--- src/bb3_pkg.sv ---
package bb3_pkg;

  localparam int unsigned DEF_MAX_WIDTH = 1024;

  localparam int unsigned CFG_DATA_W   = 12;
  localparam int unsigned IMG_WIDTH_W  = 11;
  localparam int unsigned IMG_HEIGHT_W = 12;

  localparam logic [IMG_WIDTH_W-1:0]  DEF_IMAGE_WIDTH  = 11'd1024;
  localparam logic [IMG_HEIGHT_W-1:0] DEF_IMAGE_HEIGHT = 12'd768;

  typedef enum logic {
    CFG_IMAGE_WIDTH  = 1'b0,
    CFG_IMAGE_HEIGHT = 1'b1
  } cfg_index_t;

  typedef enum logic {
    CMD_PIXEL = 1'b0,
    CMD_FLUSH = 1'b1
  } cmd_t;

  localparam int unsigned CH_W        = 8;
  localparam int unsigned PIX_W       = 24;
  localparam int unsigned SUM_W       = 12;   // up to nine 8-bit values
  localparam int unsigned T_W         = 13;   // 2*sum + n
  localparam int unsigned CNT_W       = 4;    // pixel count 1..9
  localparam int unsigned DIV_SHIFT   = 20;
  localparam int unsigned RECIP_W     = 20;
  localparam int unsigned PROD_W      = T_W + RECIP_W;
  localparam int unsigned QUEUE_DEPTH = 4;

  // ceil(2^DIV_SHIFT / (2n)); exact floor division for any t below 2^T_W
  localparam logic [RECIP_W-1:0] RECIP_1 = RECIP_W'(((1 << DIV_SHIFT) + 1) / 2);
  localparam logic [RECIP_W-1:0] RECIP_2 = RECIP_W'(((1 << DIV_SHIFT) + 3) / 4);
  localparam logic [RECIP_W-1:0] RECIP_3 = RECIP_W'(((1 << DIV_SHIFT) + 5) / 6);
  localparam logic [RECIP_W-1:0] RECIP_4 = RECIP_W'(((1 << DIV_SHIFT) + 7) / 8);
  localparam logic [RECIP_W-1:0] RECIP_6 = RECIP_W'(((1 << DIV_SHIFT) + 11) / 12);
  localparam logic [RECIP_W-1:0] RECIP_9 = RECIP_W'(((1 << DIV_SHIFT) + 17) / 18);

  typedef logic [PIX_W-1:0] pixel_t;             // red in the low byte
  typedef logic [2:0][PIX_W-1:0] column_t;       // 0 top, 1 middle, 2 bottom

  typedef enum logic [1:0] {
    OP_PIXEL       = 2'd0,
    OP_FLUSH_WIN   = 2'd1,
    OP_FLUSH_STORE = 2'd2
  } op_kind_t;

  typedef struct packed {
    op_kind_t kind;
    logic     emit;
    logic     last;
    logic     top_ok;
    logic     bot_ok;
    logic     left_ok;
    logic     right_ok;
    logic     wr_bank;    // bank holding the upper row; pixels write here
    pixel_t   px;
  } op_t;

  function automatic logic [RECIP_W-1:0] recip(input logic [CNT_W-1:0] n);
    logic [RECIP_W-1:0] r;
    unique case (n)
      4'd1:    r = RECIP_1;
      4'd2:    r = RECIP_2;
      4'd3:    r = RECIP_3;
      4'd4:    r = RECIP_4;
      4'd6:    r = RECIP_6;
      4'd9:    r = RECIP_9;
      default: r = '0;
    endcase
    return r;
  endfunction

endpackage

--- src/bb3_queue.sv ---
module bb3_queue #(
  parameter int unsigned W     = 8,
  parameter int unsigned DEPTH = bb3_pkg::QUEUE_DEPTH
) (
  input  logic         clk,
  input  logic         rst,
  input  logic         push,
  input  logic [W-1:0] din,
  output logic         full,
  input  logic         pop,
  output logic [W-1:0] dout,
  output logic         empty
);

  localparam int unsigned PW = (DEPTH > 1) ? $clog2(DEPTH) : 1;
  localparam int unsigned CW = $clog2(DEPTH + 1);

  logic [W-1:0]  mem [DEPTH];
  logic [PW-1:0] wr_ptr;
  logic [PW-1:0] rd_ptr;
  logic [CW-1:0] count;

  assign full  = (count == CW'(DEPTH));
  assign empty = (count == '0);
  assign dout  = mem[rd_ptr];

  always_ff @(posedge clk) begin
    if (push) begin
      mem[wr_ptr] <= din;
    end
  end

  always_ff @(posedge clk) begin
    if (rst) begin
      wr_ptr <= '0;
      rd_ptr <= '0;
      count  <= '0;
    end else begin
      if (push) begin
        wr_ptr <= (wr_ptr == PW'(DEPTH - 1)) ? '0 : wr_ptr + PW'(1);
      end
      if (pop) begin
        rd_ptr <= (rd_ptr == PW'(DEPTH - 1)) ? '0 : rd_ptr + PW'(1);
      end
      if (push && !pop) begin
        count <= count + CW'(1);
      end else if (pop && !push) begin
        count <= count - CW'(1);
      end
    end
  end

endmodule

--- config.mk ---
export PLATFORM = sky130hd
export DESIGN_NAME = bb3_queue
export DESIGN_NICKNAME = d
export VERILOG_FILES = /design/src/bb3_pkg.sv /design/src/bb3_queue.sv
export SDC_FILE = /design/constraint.sdc
export NUM_CORES = 1
export LEC_CHECK = 0
export BUFFER_PORTS_ARGS = -buffer_cell sky130_fd_sc_hd__buf_2
export CAP_MARGIN = 20
export CORE_ASPECT_RATIO = 0.5
export CORE_MARGIN = 4
export CORE_UTILIZATION = 55
export DETAILED_ROUTE_END_ITERATION = 7
export MAX_ROUTING_LAYER = met4
export PLACE_DENSITY = 0.78
export SYNTH_ARGS = -nofsm -noshare
export SYNTH_HDL_FRONTEND = slang
export SYNTH_SLANG_ARGS = --single-unit
--- constraint.sdc ---
create_clock -name clk -period 1.8 [get_ports clk]
set_input_delay 0.18 -clock clk [delete_from_list [all_inputs] [get_ports clk]]
set_output_delay 0.18 -clock clk [all_outputs]
set_load 0.02 [all_outputs]
==> impl_results.md, run 1 <==
- Status: completed
- Synth Area in Compound Gates: 0.00940
- Avg Vias per Cell: 5.34
- Most frequent cells in the layout: edfxtp_1 (32), buf_2 (21), dfxtp_1 (9)
- Clock slew at the register clock pins of the worst setup and hold paths: 0.07 ns
- Switching part of the total power: 0.225
- DR WL met2: 1280 um
- Max Cap Viol: 0
- Longest Clk Path Bufs: 2
- RSZ-0062 raised after global routing: false
- DRC Markers: 0
- Via Count: 801
- Antenna-violating nets left: 0
- CTS Sinks: 41
- Cell accounting for the most synthesized area: edfxtp_1
- # Post-CTS Setup Buffers: 0
- Critical path arrival: 1.47 ns
- Adder-cell share of the synthesized area: 0.0595
- First-pass GRT wire length: 3950 um
- Initial antenna violation count: 0
- Hold WC Path Type: primary input to register
- Pwr dens: 1110 nW/um2
- Multiplexer share of the synthesized area: 0.138
- Clock Skew: 0.00320 ns
- Fmax: 606 MHz
- Die area: 3880 um2
- Synth top area cells: edfxtp_1 (60%), dfxtp_1 (11%), mux4_2 (11%), ha_1 (4.7%), mux2i_1 (2.5%)
- Critical Path Sink Type: output pin
- Area Growth Syn to Fin: 15.4%
- Gr usage total: 0.145
- Crit start category: register
- Crit path time final: 1.65 ns
- Mean Syn Cell Area: 18.6 um2
- Highest routed metal layer: met3
- Setup TNS: 0 ns
- Fin crit share: 0.917
- Hold Crit Depth: 1
- Initial DRC Count: 27
- Core Box Area: 2680 um2
- Hold_buf cts: 0
- Die Width: 84.2 um
- Clock share of power: 0.335
- Max Slew Vio Count: 0
- Seq pwr share: 0.542
- Number of global-route vias before repair: 855
- Routed length on met1: 1050 um
- Psw: 461 uW
- Reg2reg path depth: 4
- Post-Place Worst Slack: 0.0726 ns
- Int Pwr: 1590 uW
- HPWL after DPL: 1850 um
- Worst skew pair latency: 0.28 ns
- Synth Area in XOR/XNOR: 0.0110
- RD Place Congestion: 0.733
- Resize count post-CTS: 0
- IO Count: 22
- Final net count: 132
- Post-Route Utilization: 0.687
- H-tree lvl count: 2
- Port-buffer cells: 21
- Mapped cell area: 1600 um2
- Synth Warn #: 0
- Sequential share of the synthesized area: 0.714
- Num CTS Buffers: 5
- Chip height: 46.1 um
- Top-area cell type share of the netlist area: 0.601
- DR WL/cell: 16.4 um
- Mapped Nets: 105
- Post-synthesis simple-gate area fraction: 0.0486
- Pre-antenna DRT Iters: 4
- Final setup violation count: 0
- Initial Utilization: 0.595
- Pleak: 0.000693 uW
- Commonest non-fill, non-tap cell in the layout: edfxtp_1
- Share of layout cells above drive strength 1: 0.327
- Root Driver: clkbuf_8
- Worst VDD drop: 547 uV
- Synthesized instance count: 86
- Largest net degree at the start of global routing: 13
- Final hold vios: 0
- Worst-Margin Slew: 0.412 ns
- Std cell rows: 13
- Number of synthesized register bits: 41
- Max Fanout on Critical Path: 8
- TritonCTS clock tree: built
- WL final: 2450 um
- Worst endpoint required time: 1.62 ns
- Inserted Diodes: 0
- Met3 WL post-DR: 122 um
- Global route overflow: 0
- Largest family of logic cells by synthesized area: multiplexers
- Comb pwr share: 0.123
- Critical path class: register to output pin
- Final WS setup: 0.150 ns
- Relative slew slack: 0.725
- Yosys cell types: 17
cells by family (layout without fill, tap and decap cells):
logic type / after synthesis / count (layout)
flip-flops: 41 / 41
AND/OR/NAND/NOR: 15 / 15
multiplexers: 12 / 12
adder cells (fa/ha/maj): 7 / 7
buffers and inverters: 6 / 33
AO/OA/AOI/OAI: 3 / 3
XOR/XNOR: 2 / 2
registers in the layout, indices dropped and copies added (netlist names), named ones only:
signal	flops
rd_ptr	2
wr_ptr	2
mem	32
count	3
power by group through the flow:
stage | clock (uW) | combinational (uW) | sequential [uW]
2_1_floorplan | 0 | 175 | 1120
3_3_place_gp | 0 | 235 | 1130
3_5_place_dp | 0 | 255 | 1130
4_1_cts | 694 | 256 | 1110
5_1_grt | 739 | 273 | 1120
6_report | 687 | 251 | 1110
metrics by stage:
step                      instance area, um2  std cells  hold WS (ns)  power (uW)
after floorplan                         1600         86         0.249        1290
after CTS                               1840        150         0.107        2060
after detailed placement                1740        143         0.402        1390
final                                   1840        150         0.111        2050
after global placement                  1740        143         0.389        1360
after global routing                    1840        150         0.101        2130
Yosys cell counts (all sizes together):
cell and n:
a21oi 2, and2 4, buf 1, clkbuf 1, dfxtp 9, edfxtp 32
fa 1, ha 6, inv 4, mux2i 4, mux4 8, nor2 7
nor3 1, nor3b 2, o21ai 1, or3 1, xor2 2
per-layer routing:
| metal | global-route usage | vias to the layer above |
|---|---|---|
| li1 | - | 379 |
| met1 | 0.167 | 401 |
| met2 | 0.255 | 21 |
| met3 | 0.0464 | 0 |
| met4 | 0.0385 | 0 |
| met5 | - | - |
critical path, cell delays in order (launching register included):
cell and delay [ns]:
dfxtp_1 0.31, buf_4 0.20, mux4_2 0.52, buf_2 0.17
worst paths after layout:
kind,startpoint,endpoint,slack [ns]
worst max-delay path,register,dout[3],0.15
worst min-delay path,din[4],mem[1][4]$_DFFE_PP_,0.11
worst max register to register,count[0]$_SDFFE_PP0P_,count[2]$_SDFFE_PP0P_,0.30
worst min register to register,count[2]$_SDFFE_PP0P_,count[2]$_SDFFE_PP0P_,0.51
layout make-up:
class                   instances  area, um2
flip-flops and latches         41       1140
clock inverters                 2       35.0
well taps                      37       46.3
clock buffers                   5       68.8
fillers                       177        840
inverters                       4       15.0
multi-input cells              39        425
repair buffers                 22        113
No activity file was read; power rests on OpenSTA's default activity.
==> run 2: changes to the inputs <==
CELL_PAD_IN_SITES_DETAIL_PLACEMENT = 1   (was default)
CELL_PAD_IN_SITES_GLOBAL_PLACEMENT = 1   (was default)
CORE_UTILIZATION = 47   (was 55)
SETUP_SLACK_MARGIN = 0.3   (was default)
==> run 2 against run 1 <==
Final area rose by 6.0%. Clock-buffer cell count rose by 2. Global-route usage rose by 0.13 points. Power rose by 1.1%. Sequential power barely moved. Largest power group unchanged.
==> impl_results.md, run 2 (synthesized netlist as in run 1, its figures left out) <==
- Status: completed
- Most frequent cells in the layout: edfxtp_1 (32), buf_2 (13), mux4_2 (8), buf_6 (8)
- Gr usage total: 0.147 (+0.00127)
- Critical path arrival: 1.43 ns (-0.04 ns)
- Commonest non-fill, non-tap cell in the layout: edfxtp_1
- Clock Skew: 0.00632 ns (+0.00313 ns)
- Relative slew slack: 0.701 (-0.0245)
- Root Driver: clkbuf_8
- Global route overflow: 0 (unchanged)
- Non-filler cells, final: 155 (+3.3%)
- Initial DRC Count: 27 (unchanged)
- Die area: 4450 um2 (+15%)
- Max Fanout on Critical Path: 8 (unchanged)
- Inserted Diodes: 0 (unchanged)
- Initial antenna violation count: 0 (unchanged)
- Critical path class: register to output pin
- TritonCTS clock tree: built
- Worst endpoint required time: 1.62 ns (about the same)
- CTS Sinks: 41 (unchanged)
- Via Count: 809 (+1.0%)
- Core Box Area: 3120 um2 (+16%)
- RSZ-0062 raised after global routing: true
- Critical path endpoint: dout[2]
- Pleak: 0.000720 uW (+3.9%)
- Top reg by flops: mem
- Final net count: 133 (+0.76%)
- Largest registers: mem: 32 flops, count: 3 flops
- Post-place instance area: 1740 um2 (+0.22%)
- DR WL/cell: 18.7 um (+14%)
- Worst VDD drop: 423 uV (-23%)
- CP max stage delay: 0.51 ns (about the same)
- Reg2reg end: count[2]$_SDFFE_PP0P_
- Largest register FFs: 32 (unchanged)
- Worst-Margin Slew: 0.449 ns (+0.0367 ns)
- Max Slew Vio Count: 0 (unchanged)
- Initial Utilization: 0.512 (-0.0829)
- Final hold slack: 0.110 ns (-0.000676 ns)
- Antenna-violating nets left: 0 (unchanged)
- CP cell instances: buf_12 > mux4_2 > buf_6
- RR Startpoint: count[1]$_SDFFE_PP0P_
- Pwr dens: 1060 nW/um2 (-4.7%)
- Longest Clk Path Bufs: 2 (unchanged)
- Crit path time final: 1.61 ns (-0.0453 ns)
- Fin crit share: 0.892 (-0.0251)
- Std cell rows: 14 (+1)
- Slack of the worst reg-to-reg path: 0.33 ns (+0.03 ns)
- IO Count: 22 (unchanged)
- Area Growth Syn to Fin: 22.4%
- Pre-antenna DRT Iters: 4 (unchanged)
- Avg Vias per Cell: 5.22 (-2.3%)
- Fmax: 623 MHz (+2.8%)
- First-pass GRT wire length: 4690 um (+19%)
- DRC Markers: 0 (unchanged)
- Number of global-route vias before repair: 935 (+9.4%)
- H-tree lvl count: 2 (unchanged)
- Crit start category: register
- Share of layout cells above drive strength 1: 0.417 (+0.0900)
- Critical Path Slowest Stage Cell: mux4_2
- Final setup violation count: 0 (unchanged)
- RD Place Congestion: 0.857 (+17%)
- Largest net degree at the start of global routing: 13 (unchanged)
- Max Cap Viol: 0 (unchanged)
- Setup TNS: 0 ns (unchanged)
- Reg2reg path depth: 4 (unchanged)
- Final hold vios: 0 (unchanged)
- Critical Path Sink Type: output pin
- Port-buffer cells: 21 (unchanged)
- Post-layout instance area: 1960 um2 (+6.0%)
- Clock slew at the register clock pins of the worst setup and hold paths: 0.08 ns (about the same)
- Chip height: 49.2 um (+6.8%)
- Hold WC Path Type: primary input to register
- Num CTS Buffers: 5 (unchanged)
- WL final: 2900 um (+18%)
- Die Width: 90.5 um (+7.4%)
- Placed Cells: 146 (+2.1%)
- HPWL after DPL: 2120 um (+14%)
- Worst skew pair latency: 0.28 ns (about the same)
[run 2: cell type report]
cell class / instances / area [um2]
clock inverter: 1 / 5.00
tap: 40 / 50.0
clock buffer: 7 / 96.3
fill: 277 / 1160
multi-input combinational: 39 / 457
timing repair buffer: 23 / 183
sequential: 41 / 1150
inverter: 4 / 15.0
[run 2: per-layer routing]
| layer | part of all wire | track usage | wire length, um |
|---|---|---|---|
| met5 | 0 | - | 0 |
| met4 | 0.011 | 0.0381 | 31 |
| met1 | 0.45 | 0.164 | 1290 |
| met3 | 0.032 | 0.0524 | 94 |
| met2 | 0.51 | 0.253 | 1480 |
[run 2: worst min-delay path by stage]
stage           start                    end  slack (ns)  cells after the start
6_report       din[6]    mem[0][6]$_DFFE_PP_        0.11                      1
5_1_grt        din[0]    mem[0][0]$_DFFE_PP_        0.10                      1
4_1_cts        din[6]    mem[3][6]$_DFFE_PP_        0.10                      1
3_5_place_dp   din[6]    mem[2][6]$_DFFE_PP_        0.40                      1
3_3_place_gp   din[0]    mem[1][0]$_DFFE_PP_        0.39                      1
2_1_floorplan     rst  count[2]$_SDFFE_PP0P_        0.25                      1
[run 2: through the flow]
| step | worst slack, ns | power (uW) | util |
|---|---|---|---|
| 4_1_cts | 0.167 | 2080 | 0.618 |
| 3_5_place_dp | 0.0220 | 1390 | 0.559 |
| 6_report | 0.195 | 2070 | 0.627 |
| 3_3_place_gp | 0.214 | 1360 | 0.559 |
| 2_1_floorplan | 0.358 | 1290 | - |
| 5_1_grt | 0.140 | 2180 | 0.627 |
[run 2: timing repair]
action / in CTS / in global routing
resized for setup: 24 / 7
pin swaps: 2 / 2
hold buffers: 0 / 0
gates cloned: 0 / 0
buffers inserted: 1 / 0
setup endpoints to repair: 9 / 9
[run 2: worst max-delay path, delay by kind of cell, from the launching register on]
kind                   cells  cell delay (ns)
flip-flops                 1             0.35
multiplexers               1             0.51
buffers and inverters      2             0.29
[run 2: power by group]
group	switching (uW)	internal, uW
Clock	293	346
Sequential	34.4	1080
Combinational	160	158
