===== config.mk =====
export PLATFORM = sky130hd
export DESIGN_NAME = bb3_front
export DESIGN_NICKNAME = d
export VERILOG_FILES = /design/src/bb3_pkg.sv /design/src/bb3_front.sv
export SDC_FILE = /design/constraint.sdc
export NUM_CORES = 1
export LEC_CHECK = 0
export ABC_AREA = 0
export BUFFER_PORTS_ARGS = -buffer_cell sky130_fd_sc_hd__clkbuf_2
export CAP_MARGIN = 20
export CORE_MARGIN = 5
export CORE_UTILIZATION = 45
export DETAILED_ROUTE_END_ITERATION = 10
export PLACE_DENSITY = 0.78
export SLEW_MARGIN = 15
export SYNTH_ARGS = -nofsm -noshare
export SYNTH_HDL_FRONTEND = slang
export SYNTH_SLANG_ARGS = --single-unit

===== constraint.sdc =====
create_clock -name clk -period 4.9 [get_ports clk]
set_clock_uncertainty 0.05 [all_clocks]
set_input_delay 0.245 -clock clk [delete_from_list [all_inputs] [get_ports clk]]
set_output_delay 0.245 -clock clk [all_outputs]
set_load 0.05 [all_outputs]

===== src/bb3_pkg.sv =====
package bb3_pkg;

  localparam int unsigned DEF_MAX_WIDTH = 1024;

  localparam int unsigned CFG_DATA_W   = 12;
  localparam int unsigned IMG_WIDTH_W  = 11;
  localparam int unsigned IMG_HEIGHT_W = 12;

  localparam logic [IMG_WIDTH_W-1:0]  DEF_IMAGE_WIDTH  = 11'd1024;
  localparam logic [IMG_HEIGHT_W-1:0] DEF_IMAGE_HEIGHT = 12'd768;

  typedef enum logic {
    CFG_IMAGE_WIDTH  = 1'b0,
    CFG_IMAGE_HEIGHT = 1'b1
  } cfg_index_t;

  typedef enum logic {
    CMD_PIXEL = 1'b0,
    CMD_FLUSH = 1'b1
  } cmd_t;

  localparam int unsigned CH_W        = 8;
  localparam int unsigned PIX_W       = 24;
  localparam int unsigned SUM_W       = 12;   // up to nine 8-bit values
  localparam int unsigned T_W         = 13;   // 2*sum + n
  localparam int unsigned CNT_W       = 4;    // pixel count 1..9
  localparam int unsigned DIV_SHIFT   = 20;
  localparam int unsigned RECIP_W     = 20;
  localparam int unsigned PROD_W      = T_W + RECIP_W;
  localparam int unsigned QUEUE_DEPTH = 4;

  // ceil(2^DIV_SHIFT / (2n)); exact floor division for any t below 2^T_W
  localparam logic [RECIP_W-1:0] RECIP_1 = RECIP_W'(((1 << DIV_SHIFT) + 1) / 2);
  localparam logic [RECIP_W-1:0] RECIP_2 = RECIP_W'(((1 << DIV_SHIFT) + 3) / 4);
  localparam logic [RECIP_W-1:0] RECIP_3 = RECIP_W'(((1 << DIV_SHIFT) + 5) / 6);
  localparam logic [RECIP_W-1:0] RECIP_4 = RECIP_W'(((1 << DIV_SHIFT) + 7) / 8);
  localparam logic [RECIP_W-1:0] RECIP_6 = RECIP_W'(((1 << DIV_SHIFT) + 11) / 12);
  localparam logic [RECIP_W-1:0] RECIP_9 = RECIP_W'(((1 << DIV_SHIFT) + 17) / 18);

  typedef logic [PIX_W-1:0] pixel_t;             // red in the low byte
  typedef logic [2:0][PIX_W-1:0] column_t;       // 0 top, 1 middle, 2 bottom

  typedef enum logic [1:0] {
    OP_PIXEL       = 2'd0,
    OP_FLUSH_WIN   = 2'd1,
    OP_FLUSH_STORE = 2'd2
  } op_kind_t;

  typedef struct packed {
    op_kind_t kind;
    logic     emit;
    logic     last;
    logic     top_ok;
    logic     bot_ok;
    logic     left_ok;
    logic     right_ok;
    logic     wr_bank;    // bank holding the upper row; pixels write here
    pixel_t   px;
  } op_t;

  function automatic logic [RECIP_W-1:0] recip(input logic [CNT_W-1:0] n);
    logic [RECIP_W-1:0] r;
    unique case (n)
      4'd1:    r = RECIP_1;
      4'd2:    r = RECIP_2;
      4'd3:    r = RECIP_3;
      4'd4:    r = RECIP_4;
      4'd6:    r = RECIP_6;
      4'd9:    r = RECIP_9;
      default: r = '0;
    endcase
    return r;
  endfunction

endpackage


===== src/bb3_front.sv =====
module bb3_front #(
  parameter int unsigned MAX_WIDTH = bb3_pkg::DEF_MAX_WIDTH,
  parameter int unsigned CW        = $clog2(MAX_WIDTH)
) (
  input  logic                            clk,
  input  logic                            rst,
  input  logic                            in_valid,
  output logic                            in_ready,
  input  logic                            in_cmd,
  input  bb3_pkg::pixel_t                 in_px,
  input  logic                            cfg_valid,
  output logic                            cfg_ready,
  input  logic                            cfg_index,
  input  logic [bb3_pkg::CFG_DATA_W-1:0]  cfg_data,
  output logic                            push,
  output bb3_pkg::op_t                    push_op,
  output logic [CW-1:0]                   push_addr,
  input  logic                            q_full
);

  localparam int unsigned WW = $clog2(MAX_WIDTH + 1);
  localparam int unsigned HW = bb3_pkg::IMG_HEIGHT_W;

  logic [bb3_pkg::IMG_WIDTH_W-1:0] image_width;
  logic [HW-1:0]                   image_height;
  logic [CW-1:0]                   in_col;
  logic [HW-1:0]                   in_row;
  logic [CW-1:0]                   out_col;
  logic [HW-1:0]                   out_row;

  logic [WW-1:0] eff_w;
  logic [HW-1:0] eff_h;
  logic          accept;
  logic          is_flush;
  logic          all_in;
  logic          in_col_end;
  logic          out_col_end;
  logic          out_row_end;
  logic          pix_emit;
  logic          out_adv;

  assign in_ready  = !q_full;
  assign cfg_ready = 1'b1;
  assign accept    = in_valid && in_ready;
  assign is_flush  = (in_cmd == bb3_pkg::CMD_FLUSH);

  always_comb begin
    if (image_width == '0) begin
      eff_w = WW'(1);
    end else if (int'(image_width) > int'(MAX_WIDTH)) begin
      eff_w = WW'(MAX_WIDTH);
    end else begin
      eff_w = WW'(image_width);
    end
  end

  assign eff_h       = (image_height == '0) ? HW'(1) : image_height;
  assign all_in      = (in_row >= eff_h);
  assign in_col_end  = ((WW'(in_col) + WW'(1)) >= eff_w);
  assign out_col_end = ((WW'(out_col) + WW'(1)) >= eff_w);
  assign out_row_end = (out_row >= (eff_h - HW'(1)));
  assign pix_emit    = (in_row >= HW'(2)) || ((in_row == HW'(1)) && (in_col != '0));

  always_comb begin
    push_op          = '0;
    push_op.px       = in_px;
    push_op.top_ok   = (out_row != '0);
    push_op.bot_ok   = !out_row_end;
    push_op.left_ok  = (out_col != '0);
    push_op.right_ok = !out_col_end;
    push_op.last     = out_row_end && out_col_end;
    push_op.wr_bank  = in_row[0];
    push_addr        = in_col;
    push             = 1'b0;
    out_adv          = 1'b0;
    if (!is_flush) begin
      push_op.kind = bb3_pkg::OP_PIXEL;
      push_op.emit = pix_emit;
      push         = accept && !all_in;
      out_adv      = pix_emit;
    end else begin
      // last row drains from the line stores, else from the window
      push_op.kind   = out_row_end ? bb3_pkg::OP_FLUSH_STORE : bb3_pkg::OP_FLUSH_WIN;
      push_op.emit   = 1'b1;
      push_addr      = out_col;
      push           = accept && all_in;
      out_adv        = 1'b1;
    end
  end

  always_ff @(posedge clk) begin
    if (rst) begin
      image_width  <= bb3_pkg::DEF_IMAGE_WIDTH;
      image_height <= bb3_pkg::DEF_IMAGE_HEIGHT;
      in_col       <= '0;
      in_row       <= '0;
      out_col      <= '0;
      out_row      <= '0;
    end else if (cfg_valid) begin
      if (cfg_index == bb3_pkg::CFG_IMAGE_WIDTH) begin
        image_width <= cfg_data[bb3_pkg::IMG_WIDTH_W-1:0];
      end else begin
        image_height <= cfg_data[HW-1:0];
      end
      in_col  <= '0;
      in_row  <= '0;
      out_col <= '0;
      out_row <= '0;
    end else if (push) begin
      if (!is_flush) begin
        if (in_col_end) begin
          in_col <= '0;
          in_row <= in_row + HW'(1);
        end else begin
          in_col <= in_col + CW'(1);
        end
      end
      if (out_adv) begin
        if (push_op.last) begin
          in_col  <= '0;
          in_row  <= '0;
          out_col <= '0;
          out_row <= '0;
        end else if (out_col_end) begin
          out_col <= '0;
          out_row <= out_row + HW'(1);
        end else begin
          out_col <= out_col + CW'(1);
        end
      end
    end
  end

endmodule


==> results of run 1 <==
power breakdown:
group | internal, mW | switching, mW
Clock | 0.337 | 0.225
Sequential | 0.554 | 0.0113
Combinational | 0.0547 | 0.103
stage by stage:
stage	utilization, %	total power [mW]	hold slack [ps]	area, sq um
after floorplan	-	0.747	289	4910
after global placement	46.3	0.726	419	4970
after detailed placement	46.3	0.732	425	4970
after CTS	48.5	1.29	75.6	5210
after global routing	48.5	1.34	88.6	5210
final	48.5	1.28	78.6	5210
logic make-up after synthesis:
group | count (synthesis) | share of synthesized area, %
compound gates | 111 | 15.4
flops | 67 | 27.3
other cells | 1 | 0.0764
xor+xnor | 42 | 7.49
mux | 10 | 2.24
buf+inv | 78 | 8.46
simple gates | 248 | 24.8
fa+ha+maj | 56 | 14.3
state kept, by name, indices dropped and copies added, names as in the netlist:
register	cells
out_col	10
image_height	12
in_col	10
image_width	11
out_row	12
in_row	12
worst min-delay path by stage:
stage	from	end	cells after the start
finish	cfg_data[11]	image_height[11]	3
detailed placement	image_width[3]	image_width[3]	2
global placement	image_height[0]	image_height[0]	2
floorplan	rst	image_width[10]	1
global route	cfg_data[1]	image_height[1]	3
CTS	cfg_data[1]	image_height[1]	3
worst register-to-register path: cells and delay by family (launching register included):
kind,cells,cell delay (ps)
and+or+nand+nor,8,1390
AOI/OAI and AO/OA,6,1720
DFF,1,350
buffers and inverters,2,180
adders and majority gates,2,400
xor gates and xnor gates,1,140
cells in the final DEF, fill, tap and decap left out, types with 2 or more instances in the layout:
cell,count
nor4b_1,2
a21oi_1,46
or2_2,2
mux2i_1,2
nand3b_1,8
o2111ai_1,2
and3_1,13
a21boi_0,2
o211ai_1,2
bufinv_16,3
and2_1,5
clkbuf_2,39
nand2_1,79
clkbuf_8,9
inv_1,27
nor2b_1,2
a211o_1,5
a2111o_1,2
nor2_1,54
nand3_1,22
a21o_1,8
a31oi_1,5
clkinv_4,2
nor3_1,17
nand2b_1,8
ha_1,56
nand4_1,9
xor2_1,10
a22o_1,7
or4_1,3
or3_1,2
dfxtp_1,67
nor4_1,16
xnor2_1,32
o21ai_0,18
mux2_2,8
layout make-up:
| class | instances | area (sq um) | area share (%) |
|---|---|---|---|
| Tap cell | 140 | 175 | 3.36 |
| Multi-Input combinational cell | 468 | 3150 | 60.5 |
| Clock inverter | 6 | 115 | 2.21 |
| Sequential cell | 67 | 1340 | 25.7 |
| Clock buffer | 9 | 124 | 2.38 |
| Inverter | 28 | 108 | 2.06 |
| Timing Repair Buffer | 39 | 195 | 3.74 |
routing by layer:
layer	up-vias	part of all wire, %	GRT usage, %
li1	2132	-	-
met1	2009	46	25.3
met2	136	46	30.5
met3	34	5.8	3.07
met4	0	2.4	7.92
met5	-	0	0
==> flow_metrics.py, run 1 <==
metrics = {
    "layout": {
        "final-instance-count-excl-fill": 757,
        "drive_above_1_share_pct": 12.3,
        "syn_to_final_growth_pct": 6.14,
        "final_nets": 712,
        "n_antenna_cell": 0,
        "fillCellCount": 1059,
    },
    "floorplan": {
        "die_x_microns": 114,
        "std_cell_rows": 38,
        "dieArea_sq_um": 13100,
        "die_y_microns": 114,
        "initial_core_util_pct": 45.7,
        "io_pins": 89,
        "core_sq_um": 10700,
    },
    "job": {
        "cap_violations": 0,
    },
    "synthesis": {
        "ys_ff_latch": 67,
        "ys_seq_area_share_pct": 27.3,
        "syn_nets": 712,
        "synth_area_sq_um": 4910,
        "netlist-cell-type-count": 59,
        "synth_common_cells": "79 x nand2_1, 67 x dfxtp_1, 56 x ha_1",
        "yosys_most_used_dff": "dfxtp_1",
        "synth_area_per_cell_sq_um": 8.01,
        "synth.most_common_cell": "nand2_1",
        "synth_edf_count": 0,
        "ys_warn_count": 0,
        "synth_area_leaders": "dfxtp_1 27%, ha_1 14%, nand2_1 6.0%, xnor2_1 5.7%, a21oi_1 4.7%",
        "netlist.area_leader.share_pct": 27.3,
        "synthCells": 613,
        "yosys.area.top_type": "dfxtp_1",
        "async_flop_share_pct": 0,
    },
    "power_and_ir_drop": {
        "vdd_drop_max_mv": 0.174,
        "p_per_area_nw_per_um2": 246,
        "leakage_nw": 2.15,
    },
    "worst_setup_path": {
        "cp_slowest_cell": "o21ai_0",
        "cp.depth": 19,
        "r2r-end": "in_row[0]",
        "required_ps": 4610,
        "crit_path_cell_trace": "inv_1 > nand4_1 > nor4_1 > and2_1 > a21o_1 > inv_1 > ha_1 > nand3_1 > nor3_1 > xnor2_1 > ha_1 > a211o_1 > o211ai_1 > a21oi_1 > nor3_1 > o21ai_0 > inv_1 > nor2_1 > clkbuf_2",
        "reg2reg_depth": 19,
        "critical_path_class": "register to output port",
        "cpMostUsedCell": "inv_1",
        "crit_path_start_kind": "register",
        "crit_end": "push_op[32]",
        "rrSetupSlack_ps": 550,
        "worstReg2RegStart": "image_height[4]",
        "critPathBufInv": 4,
        "cp-end-kind": "output port",
        "cp-startpoint": "image_height[4]",
        "cp.arrival_ps": 4250,
        "path_delay_family": "simple AND/OR/NAND/NOR gates",
        "cpPeakStageDelay_ps": 610,
        "crit_fanout": 6,
    },
    "global_routing": {
        "grt_pass1_wl_microns": 20100,
        "antenna_found_initial": 0,
        "gr-usage-all-layers_pct": 19.0,
        "grt_overflow": 0,
        "grt_max_degree": 25,
        "grt_pass1_vias": 4226,
    },
    "cts": {
        "clockRootBuffer": "clkbuf_8",
        "cts_tree": "yes",
        "htreeDepth": 3,
        "path_clk_slew_ps": 80,
        "cts_max_path_buffers": 2,
        "cts_sinks": 67,
        "cts_setup_buffers": 0,
        "ctsResizeCount": 0,
        "clock_latency_ps": 350,
        "holdBufCountCts": 0,
        "cts_buffers": 9,
    },
    "timing": {
        "setup_violations": 0,
        "fmax_ghz": 0.220,
        "fin_ws_ps": 360,
        "fin_crit_sh_pct": 92.7,
        "final.min_clock_period_ps": 4540,
        "slew_violations": 0,
        "setup_tns_ps": 0,
        "rsz0062_at_grt": "false",
        "worst_pin_slew_ps": 937,
        "relSlewSlack_pct": 37.5,
        "hold_viol": 0,
    },
    "place": {
        "dp_hpwl_microns": 9600,
        "dp_cells": 742,
        "dp_worst_setup_slack_ps": 623,
        "io_buffer_count": 39,
        "routabilityCongestion": 0.916,
    },
    "outcome": {
        "status": "completed",
    },
    "detailed_routing": {
        "drtIter0Drc": 266,
        "vias_per_cell": 5.69,
        "num_vias": 4311,
        "wl_microns": 12300,
        "drc": 0,
        "wl_per_cell_microns": 16.3,
        "drtAntennaViolNets": 0,
        "firstDrtPassIters": 5,
    },
    "hold_path": {
        "hold_class": "primary input to register",
    },
}
Note: power is estimated with default switching activity, not from simulation.
==> run 2: changes to the inputs <==
Settings changed: ABC_AREA 0 to 1, PLACE_DENSITY 0.78 to 0.77.
==> flow_metrics.py, run 2 <==
metrics = {
    "layout": {
        "reg_top3": "image_height: 12 flops, in_row: 12 flops, out_row: 12 flops",
        "n_antenna_cell": 0,
        "fillCellCount": 1197,
        "final_common_cell": "nand2_1",
        "syn_to_final_growth_pct": 7.13,
        "drive_above_1_share_pct": 9.73,
        "final-instance-count-excl-fill": 990,
        "final_nets": 937,
        "fin_util_pct": 49.2,
        "layout_common_cells": "193 x nand2_1, 97 x nor2_1, 95 x inv_1, 67 x dfxtp_1",
    },
    "floorplan": {
        "dieArea_sq_um": 14500,
        "die_y_microns": 120,
        "initial_core_util_pct": 45.9,
        "std_cell_rows": 40,
        "core_sq_um": 12000,
        "io_pins": 89,
        "die_x_microns": 120,
    },
    "global_routing": {
        "grt_max_degree": 28,
        "grt_use_met1_pct": 25.1,
        "grt_util_met2_pct": 31.7,
        "grt_pass1_vias": 4762,
        "grt.met3_usage_pct": 3.32,
        "grt_pass1_wl_microns": 22600,
        "grt_overflow": 0,
        "antenna_found_initial": 0,
        "busiest_layer": "met2",
        "gr-usage-all-layers_pct": 19.2,
    },
    "timing": {
        "hold_viol": 0,
        "fmax_ghz": 0.244,
        "fin_crit_sh_pct": 83.5,
        "final.min_clock_period_ps": 4090,
        "fin_ws_ps": 807,
        "setup_violations": 0,
        "slew_violations": 0,
        "setup_tns_ps": 0,
        "relSlewSlack_pct": 47.4,
        "rsz0062_at_grt": "false",
        "worst_pin_slew_ps": 788,
    },
    "detailed_routing": {
        "wl_microns": 13500,
        "drc": 0,
        "drtAntennaViolNets": 0,
        "drtIter0Drc": 311,
        "wl_per_cell_microns": 13.7,
        "firstDrtPassIters": 5,
        "vias_per_cell": 5.18,
        "num_vias": 5124,
    },
    "worst_setup_path": {
        "required_ps": 4610,
        "rrSetupSlack_ps": 1190,
        "crit_path_start_kind": "register",
        "critical_path_class": "register to output port",
        "cpMostUsedCell": "nand2_1",
        "r2r-end": "in_row[3]",
        "crit_path_cell_trace": "inv_1 > nand2_1 > nor2_1 > nand3_1 > nand2_1 > inv_1 > ha_1 > nand3_1 > nor3_1 > nand2_1 > xor2_1 > inv_1 > ha_1 > nand2_1 > nor2_1 > and2_1 > nand2_1 > nand4_2 > nand2_2 > inv_2 > clkbuf_2",
        "cp-end-kind": "output port",
        "cp-startpoint": "image_height[7]",
        "worstReg2RegStart": "image_height[7]",
        "cpPeakStageDelay_ps": 410,
        "cp_slowest_cell": "nand4_2",
        "crit_fanout": 17,
        "cp.arrival_ps": 3800,
        "reg2reg_depth": 23,
    },
    "synthesis": {
        "synth.most_common_cell": "nand2_1",
        "synth_area_leaders": "dfxtp_1 24%, nand2_1 13%, ha_1 13%, nor2_1 6.6%, inv_1 6.5%",
        "yosys.area_share.simple_pct": 32.5,
        "ys_seq_area_share_pct": 24.4,
        "yosys_most_used_dff": "dfxtp_1",
        "synth_edf_count": 0,
        "ys_warn_count": 0,
        "yosys.area.top_type": "dfxtp_1",
        "ys_ff_latch": 67,
        "synth_area_sq_um": 5490,
        "synth_fa_ha_area_share_pct": 12.8,
        "synth_common_cells": "193 x nand2_1, 97 x nor2_1, 95 x inv_1",
        "netlist.area_leader.share_pct": 24.4,
        "async_flop_share_pct": 0,
        "synth_area_per_cell_sq_um": 6.58,
        "netlist-cell-type-count": 36,
        "synth-xor-area-share_pct": 5.58,
        "synth_compound_area_share_pct": 11.5,
        "synthCells": 834,
        "synth_top_family_by_area": "simple AND/OR/NAND/NOR gates",
        "synthMuxAreaShare_pct": 0,
        "syn_nets": 933,
    },
    "hold_path": {
        "hold_start": "cfg_data[9]",
        "holdPathStages": 3,
        "holdPathEnd": "image_height[9]",
        "hold_class": "primary input to register",
    },
    "place": {
        "dp_hpwl_microns": 10300,
        "routabilityCongestion": 0.906,
        "dp_cells": 974,
        "dp_worst_setup_slack_ps": 1240,
        "io_buffer_count": 39,
    },
    "cts": {
        "cts_max_path_buffers": 2,
        "path_clk_slew_ps": 60,
        "ctsResizeCount": 0,
        "clockRootBuffer": "clkbuf_16",
        "cts_setup_buffers": 0,
        "clock_latency_ps": 340,
        "holdBufCountCts": 0,
        "cts_buffers": 9,
        "cts_tree": "yes",
        "cts_sinks": 67,
        "htreeDepth": 3,
    },
    "power_and_ir_drop": {
        "power_mw": 1.51,
        "vdd_drop_max_mv": 0.206,
        "p_per_area_nw_per_um2": 256,
        "leakage_nw": 2.75,
    },
    "job": {
        "cap_violations": 0,
    },
    "outcome": {
        "status": "completed",
    },
}
## run 2: layer usage
metal	routed length (microns)	vias up
met4	318	0
met2	6040	147
met1	6350	2265
met5	0	-
li1	-	2687
met3	817	25
## run 2: worst max-delay path by stage
stage | endpoint | slack (ps)
final | push_op[29] | 810
after global routing | push_op[29] | 550
after CTS | push_op[29] | 800
after detailed placement | push_op[29] | 1240
after global placement | push_op[29] | 1330
after floorplan | push_op[31] | 1440
## run 2: critical path, delay by kind of cell (launching register included)
family                   cells  cell delay (ps)
AND/OR/NAND/NOR             13             1890
buffers and inverters        5              540
adder cells (fa/ha/maj)      2              470
flip-flops                   1              380
XOR/XNOR                     1              140
## run 2: report_power, final
group | internal (mW) | total [mW] | switching (mW)
Combinational | 0.0662 | 0.218 | 0.152
Clock | 0.449 | 0.719 | 0.270
Sequential | 0.559 | 0.571 | 0.0114
## run 2: cell type report
type	count	area [sq um]	area share (%)
inverters	103	388	6.59
flip-flops and latches	67	1340	22.8
clock inverters	7	101	1.72
clock buffers	9	225	3.83
repair buffers	42	218	3.70
multi-input cells	615	3420	58.2
well taps	147	184	3.13
## run 2: cell families (layout without fill, tap and decap cells)
group,count (synthesis),after routing
xor+xnor,35,35
other cells,1,1
compound gates,119,119
flops,67,67
buf+inv,152,161
fa+ha+maj,56,56
simple gates,404,404
## run 2: stage by stage
stage | cell area, sq um | hold WS (ps)
2_1_floorplan | 5490 | 325
3_3_place_gp | 5560 | 427
3_5_place_dp | 5560 | 432
4_1_cts | 5880 | 114
5_1_grt | 5880 | 141
6_report | 5880 | 123
==> run 3: changes to the inputs <==
Settings changed: PLACE_DENSITY 0.77 to 0.79.
Clock period 4.9 ns to 3.7 ns, I/O delays scaled along.
==> flow_metrics.py, run 3 (synthesis gave the netlist of run 2 again) <==
metrics = {
    "power_and_ir_drop": {
        "p_per_area_nw_per_um2": 337,
        "power_mw": 2.01,
        "leakage_nw": 2.80,
        "vdd_drop_max_mv": 0.247,
    },
    "worst_setup_path": {
        "crit_fanout": 11,
        "required_ps": 3460,
        "cp.arrival_ps": 3280,
        "critical_path_class": "register to output port",
        "crit_path_start_kind": "register",
        "cp-end-kind": "output port",
    },
    "cts": {
        "cts_sinks": 67,
        "path_clk_slew_ps": 60,
        "clock_latency_ps": 350,
        "htreeDepth": 3,
        "cts_buffers": 9,
        "clockRootBuffer": "clkbuf_16",
        "cts_max_path_buffers": 2,
        "holdBufCountCts": 0,
        "cts_tree": "yes",
    },
    "layout": {
        "n_antenna_cell": 0,
        "multi_input_area_sq_um": 3450,
        "drive_above_1_share_pct": 11.7,
        "reg_top3": "image_height: 12 flops, in_row: 12 flops, out_row: 12 flops",
        "ff_latch_area_sq_um": 1340,
        "final_nets": 943,
        "layout_common_cells": "192 x nand2_1, 95 x nor2_1, 92 x inv_1, 65 x dfxtp_1, 58 x a21oi_1",
        "fillCellCount": 1176,
        "syn_to_final_growth_pct": 8.73,
        "final_common_cell": "nand2_1",
        "fin_util_pct": 49.9,
        "finalInstanceArea_sq_um": 5970,
    },
    "detailed_routing": {
        "drtIter0Drc": 417,
        "num_vias": 5270,
        "firstDrtPassIters": 7,
        "vias_per_cell": 5.29,
        "drc": 0,
        "wl_microns": 13900,
        "drtAntennaViolNets": 0,
        "wl_per_cell_microns": 13.9,
    },
    "global_routing": {
        "grt_max_degree": 28,
        "antenna_found_initial": 0,
        "grt_pass1_wl_microns": 23200,
        "grt_pass1_vias": 4753,
        "gr-usage-all-layers_pct": 19.7,
        "grt_overflow": 0,
    },
    "floorplan": {
        "initial_core_util_pct": 45.9,
        "die_y_microns": 120,
        "std_cell_rows": 40,
        "core_sq_um": 12000,
        "die_x_microns": 120,
        "dieArea_sq_um": 14500,
        "io_pins": 89,
    },
    "timing": {
        "final.min_clock_period_ps": 3520,
        "fmax_ghz": 0.284,
        "hold_viol": 0,
        "rsz0062_at_grt": "true",
        "slew_violations": 0,
        "setup_violations": 0,
        "worst_pin_slew_ps": 876,
        "fin_crit_sh_pct": 95.1,
        "relSlewSlack_pct": 41.5,
    },
    "place": {
        "routabilityCongestion": 0.910,
        "placed_cell_area_sq_um": 5590,
        "dp_hpwl_microns": 10400,
        "io_buffer_count": 39,
    },
    "outcome": {
        "status": "completed",
    },
    "hold_path": {
        "hold_class": "primary input to register",
    },
    "job": {
        "cap_violations": 0,
    },
}
run 3: changes by cell type in the layout (fill, tap and decap cells not counted), moves of 2 or more:
cell,previous run,this run
dfxtp_2,0,2
dfxtp_1,67,65
clkinvlp_4,2,0
nor2_1,97,95
clkbuf_2,39,35
inv_2,4,7
nor2_2,3,5
clkinv_2,1,3
inv_1,95,92
buf_4,3,11
run 3: stage by stage:
stage,cells,hold WS (ps),worst slack [ps],TNS [ps]
3_3_place_gp,978,320,408,0
4_1_cts,994,71.0,31.2,0
5_1_grt,996,84.3,-96.1,-429
2_1_floorplan,834,265,304,0
3_5_place_dp,978,320,285,0
6_report,996,74.6,182,0
run 3: cell type report:
type / count / area share (%)
Inverter: 103 / 6.50
Sequential cell: 67 / 22.5
Timing Repair Buffer: 48 / 4.59
Multi-Input combinational cell: 615 / 57.8
Tap cell: 147 / 3.08
Clock inverter: 6 / 1.47
Clock buffer: 10 / 4.00
run 3: power by group:
part / switching [mW] / leakage, nW / internal, mW
sequential: 0.0156 / 0.545 / 0.741
combinational: 0.206 / 2.09 / 0.0932
clock: 0.346 / 0.163 / 0.609
run 3: final timing paths:
kind | from | to | slack (ps) | cells past startpoint
hold reg to reg | in_col[9] | in_col[9] | 440 | 2
setup reg to reg | image_height[2] | out_row[9] | 320 | 23
hold / removal | cfg_data[6] | image_width[6] | 70 | 3
setup / recovery | out_col[0] | push_op[25] | 180 | 14
run 3: worst max-delay path, cell delays in order (launching register included):
cell and delay, ps:
dfxtp_1 450, ha_1 240, nand3_1 130, inv_1 80, nand3_1 120, nor3_1 230, xnor2_1 150, inv_1 70
ha_1 300, nand2_1 70, a21oi_1 60, nor2_1 110, nand4_2 210, inv_1 360, clkbuf_2 350
run 3: what timing repair did:
action / in CTS / in global routing
gates resized for setup: 1 / 22
endpoints found under the setup margin: 3 / 28
pin swaps: 0 / 2
setup buffers: 0 / 2
run 3: layer usage:
metal / part of all wire [%] / global-route usage [%] / vias up
met5: 0 / 0 / -
met4: 1.8 / 5.81 / 0
met3: 7.0 / 5.14 / 24
met2: 46 / 31.6 / 154
met1: 46 / 25.9 / 2380
li1: - / - / 2712
